--- src/sv/e2cd_pkg.sv ---
// Package for the epoch to calendar date unit: types, constants, helpers.
// Used by e2cd_ctrl, e2cd_datapath and epoch_to_calendar_date_unit.
`default_nettype none

package e2cd_pkg;

  localparam logic [16:0] SecsPerDay  = 17'd86400;
  localparam logic [16:0] SecsPerHour = 17'd3600;
  localparam logic [16:0] SecsPerMin  = 17'd60;

  // quotient = (x * ceil(2^k / d)) >> k, exact over the pre-shifted operand range
  localparam logic [25:0] DayRecip  = 26'd50903317;  // 86400 = 128 * 675, k = 35
  localparam logic [13:0] HourRecip = 14'd9321;      // 3600 = 16 * 225, k = 21
  localparam logic [10:0] MinRecip  = 11'd1093;      // 60 = 4 * 15, k = 14

  localparam logic [11:0] BaseYear   = 12'd1970;
  localparam logic [6:0]  BaseMod100 = 7'd70;
  localparam logic [8:0]  BaseMod400 = 9'd370;
  localparam logic [2:0]  BaseWday   = 3'd4;

  typedef enum logic [3:0] {
    S_IDLE,
    S_DAYQ,
    S_DAYR,
    S_HOURQ,
    S_HOURR,
    S_MINQ,
    S_MINR,
    S_YEAR,
    S_MONTH,
    S_FIN
  } state_e;

  typedef enum logic [2:0] {
    OP_NONE,
    OP_LOAD_EPOCH,
    OP_DIV_QUOT,
    OP_DIV_REM,
    OP_YEAR_STEP,
    OP_MONTH_STEP,
    OP_FINISH
  } op_e;

  typedef enum logic [1:0] {
    DIV_DAY,
    DIV_HOUR,
    DIV_MIN
  } div_sel_e;

  typedef struct packed {
    op_e      op;
    div_sel_e div_sel;
  } cmd_t;

  typedef struct packed {
    logic year_done;
    logic month_done;
  } status_t;

  function automatic logic [4:0] month_len(input logic [3:0] m, input logic leap);
    logic [4:0] len;
    case (m)
      4'd0, 4'd2, 4'd4, 4'd6, 4'd7, 4'd9, 4'd11: len = 5'd31;
      4'd3, 4'd5, 4'd8, 4'd10:                    len = 5'd30;
      4'd1:                                       len = leap ? 5'd29 : 5'd28;
      default:                                    len = 5'd31;
    endcase
    return len;
  endfunction

  // x is at most 36
  function automatic logic [2:0] mod7_small(input logic [5:0] x);
    logic [5:0] r;
    if (x >= 6'd35) begin
      r = x - 6'd35;
    end else if (x >= 6'd28) begin
      r = x - 6'd28;
    end else if (x >= 6'd21) begin
      r = x - 6'd21;
    end else if (x >= 6'd14) begin
      r = x - 6'd14;
    end else if (x >= 6'd7) begin
      r = x - 6'd7;
    end else begin
      r = x;
    end
    return r[2:0];
  endfunction

endpackage

`default_nettype wire

--- src/sv/e2cd_ctrl.sv ---
// Controller for the epoch to calendar date unit: sequencer and output valid.
// Depends on e2cd_pkg; drives e2cd_datapath through cmd_t, reads status_t.
`default_nettype none

module e2cd_ctrl import e2cd_pkg::*; (
  input  wire logic    clk_i,
  input  wire logic    rst_ni,
  input  wire logic    in_valid_i,
  output logic         in_ready_o,
  output logic         out_valid_o,
  input  wire logic    out_ready_i,
  input  wire status_t status_i,
  output cmd_t         cmd_o
);

  state_e     state_q, state_d;
  logic       out_valid_q, out_valid_d;

  always_ff @(posedge clk_i or negedge rst_ni) begin
    if (!rst_ni) begin
      state_q     <= S_IDLE;
      out_valid_q <= 1'b0;
    end else begin
      state_q     <= state_d;
      out_valid_q <= out_valid_d;
    end
  end

  always_comb begin
    state_d       = state_q;
    cmd_o.op      = OP_NONE;
    cmd_o.div_sel = DIV_DAY;
    in_ready_o    = 1'b0;
    case (state_q)
      S_IDLE: begin
        in_ready_o = 1'b1;
        if (in_valid_i) begin
          cmd_o.op = OP_LOAD_EPOCH;
          state_d  = S_DAYQ;
        end
      end
      S_DAYQ: begin
        cmd_o.op      = OP_DIV_QUOT;
        cmd_o.div_sel = DIV_DAY;
        state_d       = S_DAYR;
      end
      S_DAYR: begin
        cmd_o.op      = OP_DIV_REM;
        cmd_o.div_sel = DIV_DAY;
        state_d       = S_HOURQ;
      end
      S_HOURQ: begin
        cmd_o.op      = OP_DIV_QUOT;
        cmd_o.div_sel = DIV_HOUR;
        state_d       = S_HOURR;
      end
      S_HOURR: begin
        cmd_o.op      = OP_DIV_REM;
        cmd_o.div_sel = DIV_HOUR;
        state_d       = S_MINQ;
      end
      S_MINQ: begin
        cmd_o.op      = OP_DIV_QUOT;
        cmd_o.div_sel = DIV_MIN;
        state_d       = S_MINR;
      end
      S_MINR: begin
        cmd_o.op      = OP_DIV_REM;
        cmd_o.div_sel = DIV_MIN;
        state_d       = S_YEAR;
      end
      S_YEAR: begin
        if (status_i.year_done) begin
          state_d = S_MONTH;
        end else begin
          cmd_o.op = OP_YEAR_STEP;
        end
      end
      S_MONTH: begin
        if (status_i.month_done) begin
          state_d = S_FIN;
        end else begin
          cmd_o.op = OP_MONTH_STEP;
        end
      end
      S_FIN: begin
        if (!out_valid_q || out_ready_i) begin
          cmd_o.op = OP_FINISH;
          state_d  = S_IDLE;
        end
      end
      default: begin
        state_d = S_IDLE;
      end
    endcase
  end

  always_comb begin
    out_valid_d = out_valid_q;
    if (cmd_o.op == OP_FINISH) begin
      out_valid_d = 1'b1;
    end else if (out_ready_i) begin
      out_valid_d = 1'b0;
    end
  end

  assign out_valid_o = out_valid_q;

  a_fin_no_overwrite: assert property (@(posedge clk_i) disable iff (!rst_ni)
    (cmd_o.op == OP_FINISH) |-> (!out_valid_q || out_ready_i))
    else $error("result register overwritten before transfer");

  a_accept_only_idle: assert property (@(posedge clk_i) disable iff (!rst_ni)
    (cmd_o.op == OP_LOAD_EPOCH) |=> (state_q == S_DAYQ))
    else $error("day division not started after input transfer");

  a_min_to_year: assert property (@(posedge clk_i) disable iff (!rst_ni)
    (state_q == S_MINR) |=> (state_q == S_YEAR))
    else $error("year walk not entered after minute division");

endmodule

`default_nettype wire

--- src/sv/e2cd_datapath.sv ---
// Datapath for the epoch to calendar date unit: reciprocal constant dividers,
// year and month walks, weekday tracking and result registers. Uses e2cd_pkg.
`default_nettype none

module e2cd_datapath import e2cd_pkg::*; (
  input  wire logic        clk_i,
  input  wire logic        rst_ni,
  input  wire cmd_t        cmd_i,
  input  wire logic [31:0] epoch_seconds_i,
  output status_t          status_o,
  output logic [11:0]      year_o,
  output logic [3:0]       month_o,
  output logic [4:0]       day_of_month_o,
  output logic [4:0]       hour_o,
  output logic [5:0]       minute_o,
  output logic [5:0]       second_o,
  output logic [2:0]       weekday_o
);

  logic [31:0] num_q;
  logic [16:0] rem_q;
  logic [15:0] days_q;
  logic [4:0]  hour_q;
  logic [5:0]  min_q;
  logic [5:0]  sec_q;
  logic [11:0] year_q;
  logic [6:0]  c100_q;
  logic [8:0]  c400_q;
  logic [3:0]  midx_q;
  logic [2:0]  wd_q;

  logic [50:0] day_prod;
  logic [26:0] hour_prod;
  logic [20:0] min_prod;
  logic [16:0] day_back;
  logic [11:0] hour_back;
  logic [5:0]  min_back;
  logic        leap;
  logic [8:0]  ylen;
  logic [4:0]  mlen;

  assign day_prod  = 51'(num_q[31:7]) * 51'(DayRecip);
  assign hour_prod = 27'(rem_q[16:4]) * 27'(HourRecip);
  assign min_prod  = 21'(rem_q[11:2]) * 21'(MinRecip);
  assign day_back  = 17'({1'b0, days_q} * SecsPerDay);
  assign hour_back = 12'({12'd0, hour_q} * SecsPerHour);
  assign min_back  = 6'({11'd0, min_q} * SecsPerMin);

  assign leap = ((year_q[1:0] == 2'd0) && (c100_q != 7'd0)) || (c400_q == 9'd0);
  assign ylen = leap ? 9'd366 : 9'd365;
  assign mlen = month_len(midx_q, leap);

  assign status_o.year_done  = days_q < {7'd0, ylen};
  assign status_o.month_done = days_q < {11'd0, mlen};

  always_ff @(posedge clk_i) begin
    case (cmd_i.op)
      OP_LOAD_EPOCH: begin
        num_q <= epoch_seconds_i;
      end
      OP_DIV_QUOT: begin
        case (cmd_i.div_sel)
          DIV_DAY:  days_q <= day_prod[50:35];
          DIV_HOUR: hour_q <= hour_prod[25:21];
          DIV_MIN:  min_q  <= min_prod[19:14];
          default: begin
          end
        endcase
      end
      OP_DIV_REM: begin
        case (cmd_i.div_sel)
          DIV_DAY: begin
            rem_q  <= num_q[16:0] - day_back;
            year_q <= BaseYear;
            c100_q <= BaseMod100;
            c400_q <= BaseMod400;
            midx_q <= '0;
            wd_q   <= BaseWday;
          end
          DIV_HOUR: rem_q <= {5'd0, rem_q[11:0] - hour_back};
          DIV_MIN:  sec_q <= rem_q[5:0] - min_back;
          default: begin
          end
        endcase
      end
      OP_YEAR_STEP: begin
        days_q <= days_q - {7'd0, ylen};
        year_q <= year_q + 12'd1;
        c100_q <= (c100_q == 7'd99) ? 7'd0 : c100_q + 7'd1;
        c400_q <= (c400_q == 9'd399) ? 9'd0 : c400_q + 9'd1;
        wd_q   <= mod7_small({3'd0, wd_q} + (leap ? 6'd2 : 6'd1));
      end
      OP_MONTH_STEP: begin
        days_q <= days_q - {11'd0, mlen};
        midx_q <= midx_q + 4'd1;
        wd_q   <= mod7_small({3'd0, wd_q} + {1'b0, mlen - 5'd28});
      end
      OP_FINISH: begin
        year_o         <= year_q;
        month_o        <= midx_q + 4'd1;
        day_of_month_o <= days_q[4:0] + 5'd1;
        hour_o         <= hour_q;
        minute_o       <= min_q;
        second_o       <= sec_q;
        weekday_o      <= mod7_small({3'd0, wd_q} + {1'b0, days_q[4:0]});
      end
      default: begin
      end
    endcase
  end

  a_rem_range: assert property (@(posedge clk_i) disable iff (!rst_ni)
    (cmd_i.op == OP_DIV_QUOT && cmd_i.div_sel == DIV_MIN) |-> (rem_q < SecsPerHour))
    else $error("hour remainder out of range");

  a_quot_range: assert property (@(posedge clk_i) disable iff (!rst_ni)
    (cmd_i.op == OP_DIV_REM && cmd_i.div_sel == DIV_MIN) |->
      (hour_q < 5'd24 && min_q < 6'd60))
    else $error("hour or minute quotient out of range");

  a_leap_counters: assert property (@(posedge clk_i) disable iff (!rst_ni)
    (cmd_i.op == OP_YEAR_STEP) |-> (year_q[1:0] == c400_q[1:0]))
    else $error("year and mod-400 counter disagree");

  a_month_bound: assert property (@(posedge clk_i) disable iff (!rst_ni)
    (cmd_i.op == OP_MONTH_STEP) |-> (midx_q < 4'd11))
    else $error("month walk ran past December");

  a_day_bound: assert property (@(posedge clk_i) disable iff (!rst_ni)
    (cmd_i.op == OP_FINISH) |-> (days_q < 16'd31))
    else $error("day of month out of range");

endmodule

`default_nettype wire

--- src/sv/epoch_to_calendar_date_unit.sv ---
// Top level of the epoch to calendar date unit.
// Instantiates e2cd_ctrl and e2cd_datapath; uses e2cd_pkg.
//
//   channel | signals                              | direction
//   --------+--------------------------------------+----------
//   input   | in_valid_i, in_ready_o, epoch_seconds_i | in
//   result  | out_valid_o, out_ready_i, year_o .. weekday_o | out
//
// From input transfer to result, the sequencer computes reciprocal quotient and
// remainder for 86400, 3600 and 60, walks Y whole years (0 to 136) and M months
// (0 to 11), closes each walk and then loads the result register.
// One item is in work at a time; ready is high only while the sequencer is idle.
// An untaken result stalls the load of the next one; reset clears state and valid.
`default_nettype none

module epoch_to_calendar_date_unit import e2cd_pkg::*; (
  input  wire logic        clk_i,
  input  wire logic        rst_ni,
  input  wire logic        in_valid_i,
  output logic             in_ready_o,
  input  wire logic [31:0] epoch_seconds_i,
  output logic             out_valid_o,
  input  wire logic        out_ready_i,
  output logic [11:0]      year_o,
  output logic [3:0]       month_o,
  output logic [4:0]       day_of_month_o,
  output logic [4:0]       hour_o,
  output logic [5:0]       minute_o,
  output logic [5:0]       second_o,
  output logic [2:0]       weekday_o
);

  cmd_t    cmd;
  status_t status;

  e2cd_ctrl u_ctrl (
    .clk_i       (clk_i),
    .rst_ni      (rst_ni),
    .in_valid_i  (in_valid_i),
    .in_ready_o  (in_ready_o),
    .out_valid_o (out_valid_o),
    .out_ready_i (out_ready_i),
    .status_i    (status),
    .cmd_o       (cmd)
  );

  e2cd_datapath u_datapath (
    .clk_i           (clk_i),
    .rst_ni          (rst_ni),
    .cmd_i           (cmd),
    .epoch_seconds_i (epoch_seconds_i),
    .status_o        (status),
    .year_o          (year_o),
    .month_o         (month_o),
    .day_of_month_o  (day_of_month_o),
    .hour_o          (hour_o),
    .minute_o        (minute_o),
    .second_o        (second_o),
    .weekday_o       (weekday_o)
  );

endmodule

`default_nettype wire

--- config.mk ---
export PLATFORM = sky130hd
export DESIGN_NAME = epoch_to_calendar_date_unit
export DESIGN_NICKNAME = d
export VERILOG_FILES = /design/src/sv/e2cd_pkg.sv /design/src/sv/e2cd_ctrl.sv /design/src/sv/e2cd_datapath.sv /design/src/sv/epoch_to_calendar_date_unit.sv
export SDC_FILE = /design/constraint.sdc
export NUM_CORES = 1
export LEC_CHECK = 0
export BUFFER_PORTS_ARGS = -buffer_cell sky130_fd_sc_hd__buf_2
export CELL_PAD_IN_SITES_DETAIL_PLACEMENT = 0
export CELL_PAD_IN_SITES_GLOBAL_PLACEMENT = 1
export CORE_UTILIZATION = 40
export DETAILED_ROUTE_END_ITERATION = 6
export GPL_ROUTABILITY_DRIVEN = 0
export GPL_TIMING_DRIVEN = 0
export PLACE_DENSITY = 0.64
export SLEW_MARGIN = 20
export SYNTH_ARGS = -nofsm -noshare
export SYNTH_HDL_FRONTEND = slang
export SYNTH_SLANG_ARGS = --single-unit
--- constraint.sdc ---
create_clock -name clk_i -period 9.05 [get_ports clk_i]
set_input_delay 1.3575 -clock clk_i [delete_from_list [all_inputs] [get_ports clk_i]]
set_output_delay 1.3575 -clock clk_i [all_outputs]
set_load 0.005 [all_outputs]
; ---- After elaboration in Yosys (flattened, before gate mapping)
; Index checks and enable logic that the tools add are counted.
[word_totals]
register_bits = 163
elab_cells = 179
out_inout_bits = 43
[op_classes]
mux = 48
reduce_logical = 29
mul = 6
n_lt_le_gt_ge = 17
eq_ne = 30
n_addsub = 29
[ops]
columns = op, count
row1 = two-way mux 3 bit, 19
row2 = "multiplier 25 x 26 -> 51 bit, second input constant", 1
row3 = one-hot mux 16 bit (3 select lines), 1
row4 = one-hot mux 4 bit (10 select lines), 1
row5 = "greater-or-equal comparator 6 x 5 -> 1 bit, second input constant", 6
row6 = "subtractor 3 bit, second input constant", 12
row7 = one-hot mux 17 bit (2 select lines), 1
row8 = "multiplier 13 x 14 -> 26 bit, second input constant", 1
row9 = one-hot mux 12 bit (2 select lines), 1
row10 = "== test 4 x 3 -> 1 bit, second input constant", 5
row11 = "multiplier 10 x 11 -> 20 bit, second input constant", 1
row12 = two-way mux 4 bit, 5
row13 = "greater-or-equal comparator 6 x 3 -> 1 bit, second input constant", 3
row14 = "greater-or-equal comparator 6 x 4 -> 1 bit, second input constant", 3
row15 = "greater-or-equal comparator 6 bit, second input constant", 3
row16 = two-way mux 9 bit, 2
row17 = one-hot mux 3 bit (6 select lines), 1
row18 = one-hot mux 9 bit (2 select lines), 1
row19 = subtractor 17 bit, 1
row20 = "== test 4 bit, second input constant", 4
row21 = less-than comparator 16 x 5 -> 1 bit, 1
row22 = less-than comparator 16 x 9 -> 1 bit, 1
row23 = "multiplier 16 x 10 -> 10 bit, second input constant", 1
row24 = two-way mux 16 bit, 1
row25 = other kinds (49), 83

; ---- Logic depth before layout (Yosys ltp)
[depth]
word_depth = 14
depth_mapped = 25
ltp_nobuf = 25

; ---- Cells and area by module
; From an unflattened synthesis, not the netlist that was laid out.
[hier_totals]
cells_unflattened = 2156
hier_area_um2 = 22176.3
[modules_own_cells]
columns = mod, n_inst, seq_area_each_um2, cells_per_inst, area_per_inst_um2
row1 = e2cd_datapath, 1, 4744.6, 2114, 21814.7
row2 = e2cd_ctrl, 1, 125.1, 42, 361.6

; ---- Worst setup path after synthesis
; Ideal clock, no wire load.
[synth_timing]
path_kind = reg-to-reg
from = reg u_datapath.num_q[20]
to = reg u_datapath.days_q[14], data pin
stages_incl_launch_ff = 24
path_buffers = 0
slack_ps = 2803
t_arrival_ps = 6111
t_required_ps = 8915
cell_sequence = edfxtp_1 > fa_1 > inv_1 > fa_1 > inv_1 > ha_1 > inv_1 > fa_1 > inv_1 > fa_1 > fa_1 > inv_1 > fa_1 > inv_1 > ha_1 > a21o_1 > o21bai_1 > a211oi_2 > o21ai_1 > a211oi_4 > a31oi_2 > a21o_2 > or4b_1 > nand3_1
[synth_via]
elab_chain_len = 3
[synth_rtl]
columns = item, line
row1 = from (decl), e2cd_datapath.sv:20  ; logic [31:0] num_q;
row2 = from (signal assigned), e2cd_datapath.sv:59  ; num_q <= epoch_seconds_i;
row3 = multiplier 25 x 26 -> 51 bit, e2cd_datapath.sv:42  ; assign day_prod = 51'(num_q[31:7]) * 51'(DayRecip);
row4 = two-way mux 16 bit, e2cd_datapath.sv:62  ; case (cmd_i.div_sel)
row5 = one-hot mux 16 bit (3 select lines), e2cd_datapath.sv:57  ; case (cmd_i.op)
row6 = to (signal assigned), e2cd_datapath.sv:63  ; DIV_DAY: days_q <= day_prod[50:35];
row7 = to (signal assigned), e2cd_datapath.sv:87  ; days_q <= days_q - {7'd0, ylen};
row8 = to (signal assigned), e2cd_datapath.sv:94  ; days_q <= days_q - {11'd0, mlen};
row9 = to (decl), e2cd_datapath.sv:22  ; logic [15:0] days_q;
; Every way passes these cells. The select of a mux whose other input is x is not followed.
; A chain may end at the register's enable or synchronous reset.

; ---- Worst setup path in the final report
[layout_timing]
from = reg u_datapath.num_q[12]
to = reg u_datapath.days_q[6], data pin
; Same word-level chain as after synthesis.

==> impl_metrics.env <==
export IMPL_period_share_pct=83.07
export IMPL_cp_required_ns=9.36
export IMPL_io_pins=79
export IMPL_rows=85
export IMPL_hold_viol=0
export IMPL_finalNetCount=2964
export IMPL_fp_dieW_um=236.0
export IMPL_postCtsSetupBuffers=0
export IMPL_ys_flop_type="edfxtp_1"
export IMPL_status="complete, no violations"
export IMPL_cts_sinks=163
export IMPL_antenna_left=0
export IMPL_dpl_cell_area_sq_mm=0.02329
export IMPL_drv_cap=0
export IMPL_crit_path_start_kind="flop"
export IMPL_cellPowerDensity_mw_per_mm2=66.44
export IMPL_syn_inst=2109
export IMPL_die_y_um=236.0
export IMPL_cts_resized=0
export IMPL_ys_types=73
export IMPL_root_buffer="clkbuf_16"
export IMPL_die_area_sq_mm=0.05568
export IMPL_post_route_util_pct=44.33
export IMPL_synthesis_area_sq_mm=0.02190
export IMPL_start_util_pct=40.61
export IMPL_grt_overflow=0
export IMPL_fin_hold_ws_ns=0.4196
export IMPL_via_per_inst=4.982
export IMPL_final_area_sq_mm=0.02390
export IMPL_worstPathMaxFanout=12
export IMPL_r2r_setup_slack_ns=1.53
export IMPL_cts_max_path_buffers=2
export IMPL_synth_fp_nets=2862
export IMPL_drive_gt1_share_pct=6.340
export IMPL_drc=0
export IMPL_fin_skew_ns=0.01483
export IMPL_hold_class="flop to flop"
export IMPL_synth_seq_area_share_pct=22.24
export IMPL_htree_levels=4
export IMPL_fmax_ghz=0.1330
export IMPL_cts_tree="yes"
export IMPL_synth_edff_count=158
export IMPL_finalPower_uw=1588
export IMPL_insertion_delay_ns=0.47
export IMPL_yosys_warnings=0
export IMPL_synthArstFlopShare_pct=3.067
export IMPL_numPortBuffers=78
export IMPL_antenna_found_initial=0
export IMPL_tns_ns=0
export IMPL_critical_path_class="flop to flop"
export IMPL_drt_total_wl_mm=49.64
export IMPL_drtIter0Drc=562
export IMPL_vias=14548
export IMPL_hold_buffers=0
export IMPL_hpwl_mm=41.40
export IMPL_slew_headroom_pct=29.46
export IMPL_synth_seq_cells=163
export IMPL_clkTransAtPathRegs_ns=0.08
export IMPL_grt_pass1_vias=15466
export IMPL_layout_min_cycle_time_ns=7.518
export IMPL_area_growth_synth_to_final_pct=9.160
export IMPL_cts_inserted_buffers=17
export IMPL_grt_max_degree=29
export IMPL_endpoint_kind="flop"
export IMPL_grt_pass1_wl_mm=81.06
export IMPL_syn_mean_instance_area_sq_um=10.38
export IMPL_core_area_sq_mm=0.05392
export IMPL_leakagePower_uw=0.01199
export IMPL_cp_arrival_ns=7.83
export IMPL_diodes=0
export IMPL_rsz0062_at_grt="false"
export IMPL_tightest_slew_ns=1.056
export IMPL_wl_per_cell_um=17.00
export IMPL_track_usage_pct=18.72
export IMPL_setup_viol=0
export IMPL_first_pass_iters=5
export IMPL_report_final_slew_viol_count=0
export IMPL_ir_worst_vdd_v=0.0001321
## state kept, by name (all words and copies together), names as in the netlist
signal	cells
u_datapath.minute_o	6
u_datapath.c400_q	9
u_datapath.second_o	6
u_datapath.min_q	6
u_datapath.wd_q	3
u_datapath.c100_q	7
u_datapath.weekday_o	3
u_datapath.days_q	16
u_ctrl.state_q	4
u_datapath.hour_o	5
u_datapath.rem_q	17
u_datapath.hour_q	5
u_datapath.sec_q	6
u_datapath.year_o	12
u_datapath.day_of_month_o	5
u_ctrl.out_valid_o	1
u_datapath.month_o	4
u_datapath.num_q	32
u_datapath.year_q	12
u_datapath.midx_q	4
## power breakdown
part | total, uW | internal [uW] | switching, uW
Sequential | 816 | 816 | 0.0000000000000399
Combinational | 9.39 | 5.29 | 4.09
Clock | 763 | 376 | 386
Total | 1590 | 1200 | 390
## layout make-up
class / instances / area, sq um
plain buffers: 20 / 87.58
clock inverters: 15 / 183.9
inverters: 507 / 1903
flip-flops and latches: 163 / 4870
clock buffers: 17 / 425.4
well taps: 696 / 870.8
repair buffers: 83 / 491.7
multi-input cells: 1419 / 15070
fillers: 5138 / 30020
## synth_stat cells, drive strengths merged (28+ instances only)
cell type / instances / area share, %
o21ai: 74 / 1.7
edfxtp: 158 / 22
nand2: 77 / 1.3
xor2: 36 / 1.4
a21o: 28 / 0.97
a21oi: 81 / 1.9
inv: 507 / 8.7
nand3: 30 / 0.69
xnor2: 61 / 2.4
nor2: 79 / 1.4
ha: 486 / 28
fa: 231 / 21
## critical path, cell delays in order (launching register included)
cell and delay, ns:
edfxtp_1 0.89, inv_1 0.24, ha_1 0.47, inv_1 0.13
fa_1 0.47, ha_1 0.29, inv_1 0.05, fa_1 0.51
inv_1 0.05, fa_1 0.48, fa_1 0.56, inv_1 0.06
fa_1 0.53, inv_1 0.04, ha_1 0.33, nand4_1 0.19
nor3_1 0.33, nor4b_2 0.52, o211ai_1 0.20, a21oi_1 0.44
o211ai_1 0.15, and3_1 0.20, o31ai_1 0.21
## placed cells by master (no fill, tap or decap), types with 5 or more instances in the layout
cell       Yosys  layout
xnor2_1       61      61
a21o_1        27      27
a31oi_1        7       7
mux2i_1        5       5
buf_2          4      82
dfrtp_1        5       5
or4_1          5       5
nand4_1       13      13
clkbuf_1      15      15
o221ai_1       6       6
a211oi_1       6       6
ha_1         486     486
nand3_1       30      30
nand2b_1      16      16
nand2_1       77      76
nor2_1        79      79
xor2_1        36      36
and2_1        10       9
clkbuf_16      0      17
o21bai_1      11      11
o21ai_1       12      12
o211ai_1      11      11
and3_1        13      13
o22ai_1       10      10
inv_8          0       5
edfxtp_1     158     158
inv_1        507     507
nor2b_1       17      17
fa_1         231     231
o31ai_1       11      10
nor3_1        15      14
o21ai_0       61      61
o21a_1         8       8
a21oi_1       80      79
or3_1          8       8
## path summary, 6_finish.rpt
check | cells after the start | startpoint | endpoint
worst max-delay path | 22 | u_datapath.num_q[12]$_DFFE_PN_ | u_datapath.days_q[6]$_DFFE_PP_
worst min-delay path | 0 | u_datapath.rem_q[0]$_DFFE_PP_ | u_datapath.sec_q[0]$_DFFE_PP_
worst max register to register | 22 | u_datapath.num_q[12]$_DFFE_PN_ | u_datapath.days_q[6]$_DFFE_PP_
worst min register to register | 0 | u_datapath.rem_q[0]$_DFFE_PP_ | u_datapath.sec_q[0]$_DFFE_PP_
max in group asynchronous | 1 | rst_ni | u_ctrl.state_q[3]$_DFFE_PN0P_
min in group asynchronous | 1 | rst_ni | u_ctrl.state_q[2]$_DFFE_PN0P_
## layer usage
metal  global-route usage [%]  wire [um]  up-vias
met4                    5.150        902        0
met2                    32.59      24360      238
met5                        0          0        -
met3                    2.434       1561       56
li1                         -          -     7230
met1                    24.27      22810     7024
## logic make-up (layout without fill, tap and decap cells)
family	after synthesis	after routing	share of synthesized area, %
adders and majority gates	717	717	48.89
buffers and inverters	527	642	9.091
and+or+nand+nor	306	306	6.989
AOI/OAI and AO/OA	292	292	8.577
DFF	163	163	22.24
xor gates and xnor gates	97	97	3.880
muxes	7	7	0.3314
## metrics by stage
stage / setup slack (ns) / instances
after floorplan: 2.803 / 2109
after global placement: 1.574 / 2883
after detailed placement: 1.530 / 2888
after CTS: 1.480 / 2920
after global routing: 1.104 / 2920
final: 1.533 / 2920
Note: power is estimated with default switching activity, not from simulation.
